## config.mk

```make
export PLATFORM = sky130hd
export DESIGN_NAME = keyword_substitution_cipher_core_flat
export DESIGN_NICKNAME = d
export VERILOG_FILES = /design/src/design/kwsc_pkg.sv /design/src/design/kwsc_in_if.sv /design/src/design/kwsc_out_if.sv /design/src/design/kwsc_front.sv /design/src/design/kwsc_fifo.sv /design/src/design/kwsc_back.sv /design/src/design/keyword_substitution_cipher_core.sv /design/src/flat_wrapper.sv
export VERILOG_INCLUDE_DIRS = /design/src /design/src/design
export SDC_FILE = /design/constraint.sdc
export NUM_CORES = 1
export LEC_CHECK = 0
export BUFFER_PORTS_ARGS = -buffer_cell sky130_fd_sc_hd__buf_2
export CAP_MARGIN = 0
export CORE_MARGIN = 4
export CORE_UTILIZATION = 45
export CTS_BUF_LIST = sky130_fd_sc_hd__clkbuf_2
export DETAILED_ROUTE_END_ITERATION = 12
export MAX_ROUTING_LAYER = met4
export PLACE_DENSITY = 0.64
export SLEW_MARGIN = 20
export SYNTH_ARGS = -nofsm -noshare
export SYNTH_HDL_FRONTEND = slang
export SYNTH_HIERARCHICAL = 1
export SYNTH_SLANG_ARGS = --single-unit
```

## constraint.sdc

```tcl
create_clock -name i_clk -period 5.02 [get_ports i_clk]
set_input_delay 0.502 -clock i_clk [delete_from_list [all_inputs] [get_ports i_clk]]
set_output_delay 0.502 -clock i_clk [all_outputs]
set_load 0.005 [all_outputs]
```

## src/design/assert_macros.svh

```systemverilog
// Assertion macros for the keyword substitution cipher RTL.
// No dependencies; define NO_ASSERTIONS to compile them away.
`ifndef ASSERT_MACROS_SVH
`define ASSERT_MACROS_SVH

`ifndef NO_ASSERTIONS

`define ASSERT_HOLDS(label, clk, rst_n, prop) \
    label: assert property (@(posedge clk) disable iff (!(rst_n)) (prop)) \
        else $error("assertion failed");

`define ASSERT_NEVER(label, clk, rst_n, expr) \
    label: assert property (@(posedge clk) disable iff (!(rst_n)) !(expr)) \
        else $error("forbidden condition seen");

`else

`define ASSERT_HOLDS(label, clk, rst_n, prop)

`define ASSERT_NEVER(label, clk, rst_n, expr)

`endif

`endif

```

## src/design/kwsc_pkg.sv

```systemverilog
// Types and constants of the keyword substitution cipher.
// No dependencies; used by kwsc_front, kwsc_fifo, kwsc_back, the core and the testbench.
package kwsc_pkg;

    localparam int unsigned LETTERS = 26;
    localparam int unsigned IDX_W   = 5;

    localparam logic [7:0] CHAR_A   = 8'h41;
    localparam logic [7:0] CHAR_Z   = 8'h5A;
    localparam logic [7:0] CHAR_LA  = 8'h61;
    localparam logic [7:0] CHAR_LZ  = 8'h7A;
    localparam logic [7:0] CASE_GAP = 8'h20;

    typedef enum logic [2:0] {
        OP_START = 3'd0,
        OP_KEY   = 3'd1,
        OP_FINAL = 3'd2,
        OP_ENC   = 3'd3,
        OP_DEC   = 3'd4
    } t_op;

    typedef struct packed {
        t_op              op;
        logic             is_letter;
        logic [IDX_W-1:0] idx;
        logic [7:0]       ch;
    } t_cmd;

endpackage

```

## src/design/kwsc_in_if.sv

```systemverilog
// Request channel into the cipher: opcode and byte with valid/ready.
// No dependencies.
interface kwsc_in_if;
    logic       valid;
    logic       ready;
    logic [2:0] opcode;
    logic [7:0] in_char;

    modport source (output valid, output opcode, output in_char, input ready);
    modport sink   (input valid, input opcode, input in_char, output ready);
endinterface

```

## src/design/kwsc_out_if.sv

```systemverilog
// Result channel out of the cipher: one byte with valid/ready.
// No dependencies.
interface kwsc_out_if;
    logic       valid;
    logic       ready;
    logic [7:0] out_char;

    modport source (output valid, output out_char, input ready);
    modport sink   (input valid, input out_char, output ready);
endinterface

```

## src/design/kwsc_front.sv

```systemverilog
// Front end: accepts requests, decodes the opcode and classifies the byte.
// Depends on kwsc_pkg and kwsc_in_if.
module kwsc_front (
    input  logic              i_clk,
    input  logic              i_rst_n,
    kwsc_in_if.sink           i_in,
    input  logic              i_push_ready,
    output logic              o_push,
    output kwsc_pkg::t_cmd    o_cmd
);

    logic           r_valid;
    kwsc_pkg::t_cmd r_cmd;
    kwsc_pkg::t_cmd n_cmd;
    logic           n_keep;
    logic [7:0]     upper;
    logic [7:0]     probe;

    assign i_in.ready = !r_valid || i_push_ready;

    always_comb begin
        upper = i_in.in_char;
        if (i_in.in_char >= kwsc_pkg::CHAR_LA && i_in.in_char <= kwsc_pkg::CHAR_LZ) begin
            upper = i_in.in_char - kwsc_pkg::CASE_GAP;
        end
        n_cmd.op  = kwsc_pkg::t_op'(i_in.opcode);
        n_keep    = 1'b1;
        probe     = upper;
        unique case (kwsc_pkg::t_op'(i_in.opcode))
            kwsc_pkg::OP_START, kwsc_pkg::OP_FINAL, kwsc_pkg::OP_ENC: begin
                probe = upper;
            end
            kwsc_pkg::OP_KEY: begin
                probe = upper;
            end
            kwsc_pkg::OP_DEC: begin
                probe = i_in.in_char;
            end
            default: begin
                n_keep = 1'b0;
            end
        endcase
        n_cmd.ch        = probe;
        n_cmd.is_letter = probe >= kwsc_pkg::CHAR_A && probe <= kwsc_pkg::CHAR_Z;
        n_cmd.idx       = kwsc_pkg::IDX_W'(probe - kwsc_pkg::CHAR_A);
        // drop key characters that are not letters
        if (kwsc_pkg::t_op'(i_in.opcode) == kwsc_pkg::OP_KEY && !n_cmd.is_letter) begin
            n_keep = 1'b0;
        end
    end

    always_ff @(posedge i_clk) begin
        if (!i_rst_n) begin
            r_valid <= 1'b0;
        end else if (i_in.ready) begin
            r_valid <= i_in.valid && n_keep;
            r_cmd   <= n_cmd;
        end
    end

    assign o_push = r_valid;
    assign o_cmd  = r_cmd;

endmodule

```

## src/design/kwsc_fifo.sv

```systemverilog
// Short request queue between the front end and the back end.
// Depends on kwsc_pkg.
module kwsc_fifo #(
    parameter int unsigned DEPTH = 4
) (
    input  logic              i_clk,
    input  logic              i_rst_n,
    input  logic              i_push,
    input  kwsc_pkg::t_cmd    i_push_cmd,
    output logic              o_push_ready,
    output logic              o_pop_valid,
    output kwsc_pkg::t_cmd    o_pop_cmd,
    input  logic              i_pop
);

    localparam int unsigned AW = (DEPTH > 1) ? $clog2(DEPTH) : 1;
    localparam int unsigned CW = $clog2(DEPTH + 1);

    kwsc_pkg::t_cmd r_mem [DEPTH];
    logic [AW-1:0]  r_wr;
    logic [AW-1:0]  r_rd;
    logic [CW-1:0]  r_count;
    logic           do_push;
    logic           do_pop;

    assign o_push_ready = r_count != CW'(DEPTH);
    assign o_pop_valid  = r_count != '0;
    assign o_pop_cmd    = r_mem[r_rd];
    assign do_push      = i_push && o_push_ready;
    assign do_pop       = i_pop && o_pop_valid;

    always_ff @(posedge i_clk) begin
        if (do_push) begin
            r_mem[r_wr] <= i_push_cmd;
        end
    end

    always_ff @(posedge i_clk) begin
        if (!i_rst_n) begin
            r_wr    <= '0;
            r_rd    <= '0;
            r_count <= '0;
        end else begin
            if (do_push) begin
                r_wr <= (r_wr == AW'(DEPTH - 1)) ? '0 : r_wr + 1'b1;
            end
            if (do_pop) begin
                r_rd <= (r_rd == AW'(DEPTH - 1)) ? '0 : r_rd + 1'b1;
            end
            if (do_push && !do_pop) begin
                r_count <= r_count + 1'b1;
            end else if (do_pop && !do_push) begin
                r_count <= r_count - 1'b1;
            end
        end
    end

endmodule

```

## src/design/kwsc_back.sv

```systemverilog
// Back end: holds the cipher tables, builds the key and substitutes text.
// Depends on kwsc_pkg, kwsc_out_if and assert_macros.svh.
`include "assert_macros.svh"

module kwsc_back (
    input  logic              i_clk,
    input  logic              i_rst_n,
    input  logic              i_valid,
    input  kwsc_pkg::t_cmd    i_cmd,
    output logic              o_pop,
    kwsc_out_if.source        o_out
);

    localparam int unsigned IW = kwsc_pkg::IDX_W;
    localparam int unsigned NL = kwsc_pkg::LETTERS;

    typedef enum logic {
        S_IDLE,
        S_WALK
    } t_state;

    t_state               r_state;
    logic [IW-1:0]        r_fwd [NL];
    logic [IW-1:0]        r_inv [NL];
    logic [NL-1:0]        r_used;
    logic [IW-1:0]        r_len;
    logic                 r_ready;
    logic [IW-1:0]        r_walk;
    logic                 r_ovalid;
    logic [7:0]           r_ochar;

    logic                 is_text;
    logic                 out_free;
    logic                 place_en;
    logic [IW-1:0]        place_idx;
    logic [7:0]           n_ochar;

    assign is_text  = i_cmd.op == kwsc_pkg::OP_ENC || i_cmd.op == kwsc_pkg::OP_DEC;
    assign out_free = !r_ovalid || o_out.ready;
    assign o_pop    = r_state == S_IDLE && i_valid && (!is_text || out_free);

    always_comb begin
        place_en  = 1'b0;
        place_idx = i_cmd.idx;
        if (r_state == S_WALK) begin
            place_idx = r_walk;
            place_en  = !r_used[r_walk];
        end else if (o_pop && i_cmd.op == kwsc_pkg::OP_KEY) begin
            place_en = !r_ready && i_cmd.is_letter && !r_used[i_cmd.idx];
        end
    end

    always_comb begin
        n_ochar = i_cmd.ch;
        if (i_cmd.is_letter && r_ready) begin
            if (i_cmd.op == kwsc_pkg::OP_ENC) begin
                n_ochar = kwsc_pkg::CHAR_A + 8'(r_fwd[i_cmd.idx]);
            end else begin
                n_ochar = kwsc_pkg::CHAR_A + 8'(r_inv[i_cmd.idx]);
            end
        end
    end

    always_ff @(posedge i_clk) begin
        if (!i_rst_n) begin
            r_state  <= S_IDLE;
            r_used   <= '0;
            r_len    <= '0;
            r_ready  <= 1'b1;
            r_walk   <= '0;
            r_ovalid <= 1'b0;
            for (int i = 0; i < NL; i++) begin
                r_fwd[i] <= IW'(i);
                r_inv[i] <= IW'(i);
            end
        end else begin
            if (place_en) begin
                if (r_len < IW'(NL)) begin
                    r_fwd[place_idx] <= r_len;
                    r_inv[r_len]     <= place_idx;
                    r_len            <= r_len + 1'b1;
                end
                r_used[place_idx] <= 1'b1;
            end
            if (out_free) begin
                r_ovalid <= o_pop && is_text;
                r_ochar  <= n_ochar;
            end
            unique case (r_state)
                S_IDLE: begin
                    if (o_pop && i_cmd.op == kwsc_pkg::OP_START) begin
                        r_used  <= '0;
                        r_len   <= '0;
                        r_ready <= 1'b0;
                    end else if (o_pop && i_cmd.op == kwsc_pkg::OP_FINAL && !r_ready) begin
                        r_walk  <= '0;
                        r_state <= S_WALK;
                    end
                end
                S_WALK: begin
                    // advance through the alphabet, appending unused letters
                    if (r_walk == IW'(NL - 1)) begin
                        r_ready <= 1'b1;
                        r_walk  <= '0;
                        r_state <= S_IDLE;
                    end else begin
                        r_walk <= r_walk + 1'b1;
                    end
                end
                default: begin
                    r_state <= S_IDLE;
                end
            endcase
        end
    end

    assign o_out.valid    = r_ovalid;
    assign o_out.out_char = r_ochar;

    `ASSERT_NEVER(a_walk_when_ready, i_clk, i_rst_n, r_state == S_WALK && r_ready)
    `ASSERT_HOLDS(a_len_tracks_used, i_clk, i_rst_n, int'(r_len) == $countones(r_used))
    `ASSERT_HOLDS(a_walk_fills_all, i_clk, i_rst_n,
        (r_state == S_WALK && r_walk == IW'(NL - 1)) |=> r_len == IW'(NL))
    `ASSERT_NEVER(a_no_pop_in_walk, i_clk, i_rst_n, o_pop && r_state == S_WALK)

endmodule

```

## src/design/keyword_substitution_cipher_core.sv

```systemverilog
// Keyword substitution cipher. Requests enter on i_in (opcode plus byte) and
// substituted bytes leave on o_out, one result for each encrypt or decrypt
// request and none for the others. A register stage decodes each request, a
// queue of QUEUE_DEPTH entries carries it to the table engine, and a result
// register drives o_out. Encrypt, decrypt, start and key requests do not hold
// the table engine, so text streams at one byte per cycle while o_out is
// ready. A finalize request holds the table engine while it walks the
// 26 letters, one letter per cycle through the single table write port; the
// front end keeps taking requests until the queue fills. Depends on kwsc_pkg,
// kwsc_in_if, kwsc_out_if, kwsc_front, kwsc_fifo and kwsc_back.
module keyword_substitution_cipher_core #(
    parameter int unsigned QUEUE_DEPTH = 4
) (
    input  logic          i_clk,
    input  logic          i_rst_n,
    kwsc_in_if.sink       i_in,
    kwsc_out_if.source    o_out
);

    logic           push;
    logic           push_ready;
    kwsc_pkg::t_cmd push_cmd;
    logic           pop_valid;
    logic           pop;
    kwsc_pkg::t_cmd pop_cmd;

    kwsc_front u_front (
        .i_clk        (i_clk),
        .i_rst_n      (i_rst_n),
        .i_in         (i_in),
        .i_push_ready (push_ready),
        .o_push       (push),
        .o_cmd        (push_cmd)
    );

    kwsc_fifo #(
        .DEPTH (QUEUE_DEPTH)
    ) u_fifo (
        .i_clk        (i_clk),
        .i_rst_n      (i_rst_n),
        .i_push       (push),
        .i_push_cmd   (push_cmd),
        .o_push_ready (push_ready),
        .o_pop_valid  (pop_valid),
        .o_pop_cmd    (pop_cmd),
        .i_pop        (pop)
    );

    kwsc_back u_back (
        .i_clk   (i_clk),
        .i_rst_n (i_rst_n),
        .i_valid (pop_valid),
        .i_cmd   (pop_cmd),
        .o_pop   (pop),
        .o_out   (o_out)
    );

endmodule

```

## src/flat_wrapper.sv

```systemverilog
// flat-port wrapper written by rule: the top's interface ports become plain ports
module keyword_substitution_cipher_core_flat 
#(
    parameter int unsigned QUEUE_DEPTH = 4
)
  (i_clk, i_rst_n, i_in_valid, i_in_opcode, i_in_in_char, i_in_ready, o_out_valid, o_out_out_char, o_out_ready);
  kwsc_in_if i_in_i ();
  kwsc_out_if o_out_i ();
  input  logic i_clk;
  input  logic i_rst_n;
  input wire logic [$bits(i_in_i.valid)-1:0] i_in_valid;
  input wire logic [$bits(i_in_i.opcode)-1:0] i_in_opcode;
  input wire logic [$bits(i_in_i.in_char)-1:0] i_in_in_char;
  output wire logic [$bits(i_in_i.ready)-1:0] i_in_ready;
  output wire logic [$bits(o_out_i.valid)-1:0] o_out_valid;
  output wire logic [$bits(o_out_i.out_char)-1:0] o_out_out_char;
  input wire logic [$bits(o_out_i.ready)-1:0] o_out_ready;
  assign i_in_i.valid = i_in_valid;
  assign i_in_i.opcode = i_in_opcode;
  assign i_in_i.in_char = i_in_in_char;
  assign i_in_ready = i_in_i.ready;
  assign o_out_valid = o_out_i.valid;
  assign o_out_out_char = o_out_i.out_char;
  assign o_out_i.ready = o_out_ready;
  keyword_substitution_cipher_core #(.QUEUE_DEPTH(QUEUE_DEPTH)) u_core (.i_clk(i_clk), .i_rst_n(i_rst_n), .i_in(i_in_i), .o_out(o_out_i));
endmodule
```

After elaboration in Yosys (flattened, before gate mapping)
Memories as Yosys holds them, arrays and structs flattened. A register that Yosys moved wholly into a read port is not among the register bits.
Index checks and enable logic that the tools add are counted.
Cells by class
  $add $sub $neg: 10
  $lt $le $gt $ge: 9
  eq/ne operators: 16
  muxes and demuxes: 52
  bitwise operators: 2
  reduce and logical (&&, ||, !) cells: 43
Operator list (number)
  $mux W26: 3
  $mux W5: 12
  $mux W8: 4
  $or A26 B26 Y26: 1
  $mux W1: 21
  $logic_and A1 B1 Y1: 19
  $lt A5 B6 Y1 const B: 3
  $add A7 B5 Y8 const A: 2
  $ge A8 B7 Y1 const B: 2
  $le A8 B7 Y1 const B: 2
  $reduce_or A5 Y1: 3
  $eq A3 B2 Y1 const B: 4
  $add A5 B1 Y5 const B: 2
  $bmux W1 S5: 2
  $pmux W5 S2: 1
  $logic_not A1 Y1: 9
  $mux W2: 4
  $reduce_and A2 Y1: 4
  $sub A8 B6 Y8 const B: 1
  $eq A3 B1 Y1 const B: 2
  $eq A3 B3 Y1 const B: 2
  $logic_not A3 Y1: 2
  $mux W3: 2
  $ne A2 B1 Y1 const B: 3
  16 further kinds: 22
Storage, ports and cells
  register bits: 72
  RAM bits: 328
  input port bits: 15
  output and inout bits: 10
  word-level logic and storage cells: 150
  memories kept: 3
Memories
  u_core.u_back.r_fwd: words 26, bits a word 5, read ports 1, clocked after memory_dff 0, wr ports 26, line kwsc_back.sv:23  | logic [IW-1:0] r_fwd [NL];
  u_core.u_back.r_inv: words 26, bits a word 5, read ports 1, clocked after memory_dff 0, wr ports 26, line kwsc_back.sv:24  | logic [IW-1:0] r_inv [NL];
  u_core.u_fifo.r_mem: words 4, bits a word 17, read ports 1, clocked after memory_dff 1, wr ports 1, line kwsc_fifo.sv:19  | kwsc_pkg::t_cmd r_mem [DEPTH];

Depth between registers and ports, before layout
  depth after elaboration: 13
  gate-level depth with buffers: 16
  mapped depth without buffers: 12

Cells and area by module
Netlist, hierarchy kept.
By module, submodules not included
  kwsc_back: instances 1, cells each 1268, area each 16972.5 um^2, seq. area each 10630.2 um^2
  kwsc_fifo: instances 1, cells each 140, area each 2937.8 um^2, seq. area each 2222.1 um^2
  kwsc_front: instances 1, cells each 56, area each 812.0 um^2, seq. area each 530.5 um^2

Worst setup path before layout
No wires, ideal clock.
  kind: register to register
  start: reg with a tool-made name
  end: mem u_core/u_back/r_fwd[28][0] (netlist name) (enable)
  library setup time: 381 ps
  arrival: 3773 ps
  required time: 4639 ps
  path slack: 866 ps
  cell stages (with the launch flop): 12
  buffers on the path: 4
  clock period less this slack: 4154 ps
  cell sequence: dfxtp_1 buf_2 buf_4 mux4_2 buf_2 mux4_2 o22ai_1 o221ai_1 a2111oi_2 o21ai_0 buf_2 nor4_1
RTL lines (line)
  end, declared: kwsc_back.sv:23

==> results.txt <==
----------------------------------------------------
[Power]
  Power density cells ... 376.5 nW/um^2
  IR Drop Worst-Case VDD ... 0.2181 mV
  Internal Power ... a little under 6 mW
  Leakage power ... approximately 7.5 nW
  Switching power total ... 2.708 mW
  Fraction of power consumed by sequential logic ... around half
  Comb pwr share ... 20.5%
  Clock Power Share ... 28.6%
  Net switching share of the total power ... 31.31%

[CTS]
  Clock input transition at the sequential cells of the worst setup and hold paths ... 100 ps
  CTS tree ... done
  H-tree depth ... 3
  Clock buffer depth ... 3
  Root cell of the clock tree ... sky130_fd_sc_hd__clkbuf_2
  Post-CTS Hold Buffers ... 16
  Number of clock buffers inserted by TritonCTS ... 113
  Worst skew pair latency ... between 1000 and 1500 ps
  Gates resized, CTS repair ... 0
  Setup bufs post-CTS ... 0
  Number of sinks handled by clock tree synthesis ... 462

[Routing]
  Detailed router's first-iteration violation count ... 1989
  Post-route ant nets ... 0
  First-pass detailed-route iteration total ... 7
  Drc violations ... 0
  Routed wire length per instance ... 25.00 um
  Vias post-DR ... 13817
  Aggregate routed wire length ... 57410 um
  Via/cell ratio ... approximately 6.0

[Critical path]
  Data arrival at the endpoint of the critical path ... 5240 ps
  Length in cells of the worst reg-to-reg path ... 10
  Crit-path max FO ... 20
  Critical path startpoint category ... flip-flop
  CP Capture Type ... flip-flop
  Critical path required time ... 5740 ps
  Crit Path Category ... reg2reg

[Die]
  DIE AREA ... a little under 50000 um^2
  Initial core utilization ... 45.57%
  I/O Pins ... 25
  Core Rows ... slightly below 80
  Area of the core region ... ~45000 um^2
  Die span in y ... 222.6 um
  Chip Width ... 222.6 um

[Global routing]
  Met1 Usage GRT ... 32.18%
  Global-route usage over all layers ... a little under a quarter
  Remaining global-route overflow ... 0
  Met2 demand-to-capacity share in global routing ... 35.22%
  Vias in the first global route ... 13649
  Met3 GRT Util ... 6.077%
  Maximum number of pins on one net before global-route repair ... 43
  GR peak layer ... met2
  Initial antenna violation count ... 2
  Global-route wire length before repair ... between 80000 and 90000 um

[Timing]
  Worst Clk Skew ... 106.2 ps
  Worst max-slew margin expressed relative to the limit ... 30.84%
  Clock period minus worst slack ... 4526 ps
  Slew at the pin closest to its max-slew limit ... approximately 1000 ps
  Setup TNS Final ... 0 ps
  Max Clk Rate ... 220.9 MHz
  Final critical-path setup slack ... between 400 and 500 ps
  Final Max Slew Viols ... 0
  Final count of negative-setup-slack endpoints ... 0
  Final Hold Vio Count ... 0
  Fin crit share ... between 90% and 100%
  Post-route worst hold slack ... 171.4 ps
  RSZ-0062 raised after global routing ... false

[Cells and area]
  Number of fillers in the final layout ... 4042
  Fraction of layout instances using a drive strength above 1 ... 24.75%
  Utilization after layout ... about half
  Relative area change from synthesis to final layout ... 10.84%
  Number of standard cells in the final layout excluding fillers ... 2296
  Total Nets Final ... 1638

[Placed design]
  Pre-CTS setup slack ... 559.2 ps
  Final Wtd Congestion ... 0.9219
  Post-Place Cells ... ~2100
  Post-DP HPWL ... 38470 um
  I/O Buffers ... 24

[Synthesis]
  Synth Register Bits ... between 400 and 500
  Syn Std Cell Area ... 20720 um^2
  Total number of yosys warnings ... 6
  FFs w/ async S/R, synth ... 0%
  Distinct cell type count after synthesis ... 75
  Main synth FF type ... sky130_fd_sc_hd__edfxtp_1
  Sequential element share of the synthesized area ... 64.58%
  Number of instances in the synthesized netlist ... 1464
  Post-Syn Area per Cell ... 14.15 um^2
  Number of enable flip-flop cells after synthesis ... 413

[Flow run]
  Number of max-capacitance violations reported ... 0

[Hold path]
  Path class of the lowest-slack min-delay path ... in2reg
  Number of cells on the worst hold path ... 2

[Outcome]
  Status ... finished, final reports clean

----------------------------------------------------
[cell usage in the layout, fill, tap and decap left out, types with 4 or more instances in the layout]
master and n:
sky130_fd_sc_hd__clkinv_1 35, sky130_fd_sc_hd__xnor2_1 5, sky130_fd_sc_hd__o22ai_1 5, sky130_fd_sc_hd__mux4_2 108
sky130_fd_sc_hd__nand2b_1 16, sky130_fd_sc_hd__and3_1 40, sky130_fd_sc_hd__dlygate4sd3_1 16, sky130_fd_sc_hd__mux2i_1 18
sky130_fd_sc_hd__xor2_1 7, sky130_fd_sc_hd__edfxtp_1 413, sky130_fd_sc_hd__buf_4 78, sky130_fd_sc_hd__nor2b_1 20
sky130_fd_sc_hd__clkinv_2 6, sky130_fd_sc_hd__buf_2 24, sky130_fd_sc_hd__nand2_1 116, sky130_fd_sc_hd__a22oi_1 13
sky130_fd_sc_hd__o31ai_1 4, sky130_fd_sc_hd__and2_1 15, sky130_fd_sc_hd__a211o_1 4, sky130_fd_sc_hd__nor4_1 15
sky130_fd_sc_hd__and3_2 4, sky130_fd_sc_hd__o21a_1 4, sky130_fd_sc_hd__or3_1 10, sky130_fd_sc_hd__a31oi_1 29
sky130_fd_sc_hd__clkbuf_2 160, sky130_fd_sc_hd__mux2_2 10, sky130_fd_sc_hd__o21ai_0 64, sky130_fd_sc_hd__nor3_1 14
sky130_fd_sc_hd__nand4_1 6, sky130_fd_sc_hd__ha_1 17, sky130_fd_sc_hd__a21oi_1 10, sky130_fd_sc_hd__o211ai_1 4
sky130_fd_sc_hd__nand3_1 99, sky130_fd_sc_hd__dfxtp_1 49, sky130_fd_sc_hd__nor2_1 157, sky130_fd_sc_hd__conb_1 20
sky130_fd_sc_hd__inv_1 17
[metrics by stage]
step                      area, um^2  power, mW
after floorplan                20790      5.581
after global placement         21770      6.201
after detailed placement       21770      6.222
after CTS                      22960      8.698
after global routing           22970      9.050
final                          22970      8.648
[metal layers]
layer	up-vias	share of wire, %
met1	6834	40
met2	868	46
met3	158	11
met5	-	0
li1	5957	-
met4	0	3.5
[critical path, cell delays in order, from the launching register on]
cell and delay [ps]:
sky130_fd_sc_hd__dfxtp_1 410, sky130_fd_sc_hd__buf_4 340, sky130_fd_sc_hd__mux4_4 920, sky130_fd_sc_hd__mux2i_1 310, sky130_fd_sc_hd__o221ai_1 200, sky130_fd_sc_hd__a2111oi_2 350
sky130_fd_sc_hd__buf_4 200, sky130_fd_sc_hd__or2_1 210, sky130_fd_sc_hd__buf_4 250, sky130_fd_sc_hd__nand2b_1 280, sky130_fd_sc_hd__o21ai_0 680
[logic make-up after synthesis]
logic type,count (synthesis),share of synthesized area (%)
flops,462,64.58
compound gates,164,5.078
mux,138,13.37
simple gates,537,12.53
buf+inv,132,2.789
other cells,1,0.01810
xor+xnor,12,0.5072
fa+ha+maj,18,1.123
[state kept, by name (all words and copies together) (netlist names), named ones only]
register / flops
u_core/u_back/r_fwd: 160
u_core/u_back/r_inv: 160
u_core/u_fifo/r_mem: 68
u_core/u_back/r_used: 26
u_core/u_front/o_cmd: 17
u_core/u_back/o_out.out_char: 8
u_core/u_back/r_len: 5
u_core/u_back/r_walk: 5
u_core/u_fifo/r_count: 3
u_core/u_fifo/r_rd: 2
u_core/u_fifo/r_wr: 2
u_core/u_back/o_out.valid: 1
u_core/u_back/r_ready: 1
u_core/u_back/r_state: 1
u_core/u_front/o_push: 1
[cell type report]
cell class	instances	area [um^2]	share of cell area, %
Multi-Input combinational cell	889	6840	29.78
Sequential cell	462	13380	58.26
Clock buffer	160	800.8	3.486
Antenna cell	3	7.507	0.03268
Tap cell	600	750.7	3.268
Clock inverter	43	226.5	0.9859
Inverter	20	75.07	0.3268
Timing Repair Buffer	119	885.9	3.857
[synth_stat cells, types with 5 or more instances]
cell / number / area [um^2]
sky130_fd_sc_hd__nand3_1: 99 / 495.5
sky130_fd_sc_hd__xnor2_1: 5 / 43.79
sky130_fd_sc_hd__mux4_2: 110 / 2477
sky130_fd_sc_hd__ha_1: 17 / 212.7
sky130_fd_sc_hd__or3_1: 10 / 62.56
sky130_fd_sc_hd__and3_1: 40 / 250.2
sky130_fd_sc_hd__and2_1: 15 / 93.84
sky130_fd_sc_hd__buf_1: 8 / 30.03
sky130_fd_sc_hd__nor2b_1: 20 / 125.1
sky130_fd_sc_hd__edfxtp_1: 413 / 12400
sky130_fd_sc_hd__nor3_1: 14 / 70.07
sky130_fd_sc_hd__a31oi_1: 29 / 181.4
sky130_fd_sc_hd__nand4_1: 6 / 37.54
sky130_fd_sc_hd__buf_2: 29 / 145.1
sky130_fd_sc_hd__a21oi_1: 10 / 50.05
sky130_fd_sc_hd__xor2_1: 7 / 61.31
sky130_fd_sc_hd__o22ai_1: 5 / 31.28
sky130_fd_sc_hd__nor2_1: 157 / 589.3
sky130_fd_sc_hd__nand2b_1: 16 / 100.1
sky130_fd_sc_hd__o21ai_0: 65 / 325.3
sky130_fd_sc_hd__a22oi_1: 13 / 97.59
sky130_fd_sc_hd__inv_1: 17 / 63.81
sky130_fd_sc_hd__mux2i_1: 18 / 180.2
sky130_fd_sc_hd__mux2_2: 10 / 112.6
sky130_fd_sc_hd__dfxtp_1: 49 / 980.9
sky130_fd_sc_hd__clkbuf_1: 63 / 236.5
sky130_fd_sc_hd__nor4_1: 15 / 93.84
sky130_fd_sc_hd__buf_4: 10 / 75.07
sky130_fd_sc_hd__nand2_1: 117 / 439.2
[worst paths after layout]
kind                                  from  slack (ps)                          to
setup / recovery                 flip-flop         490  u_core/u_back/r_inv[21][3]
hold / removal              i_in_opcode[0]         170    u_core/u_front/o_cmd[14]
setup reg to reg                 flip-flop         490  u_core/u_back/r_inv[21][3]
hold reg to reg   u_core/u_back/r_used[14]         500    u_core/u_back/r_used[14]
[power groups by stage]
stage	logic (mW)	clock network, mW	registers, mW
global route	1.86	2.77	4.42
detailed placement	1.73	0	4.49
global placement	1.71	0	4.49
finish	1.77	2.47	4.41
CTS	1.75	2.54	4.41
floorplan	1.12	0	4.46
No activity file was read; power rests on OpenSTA's default activity.
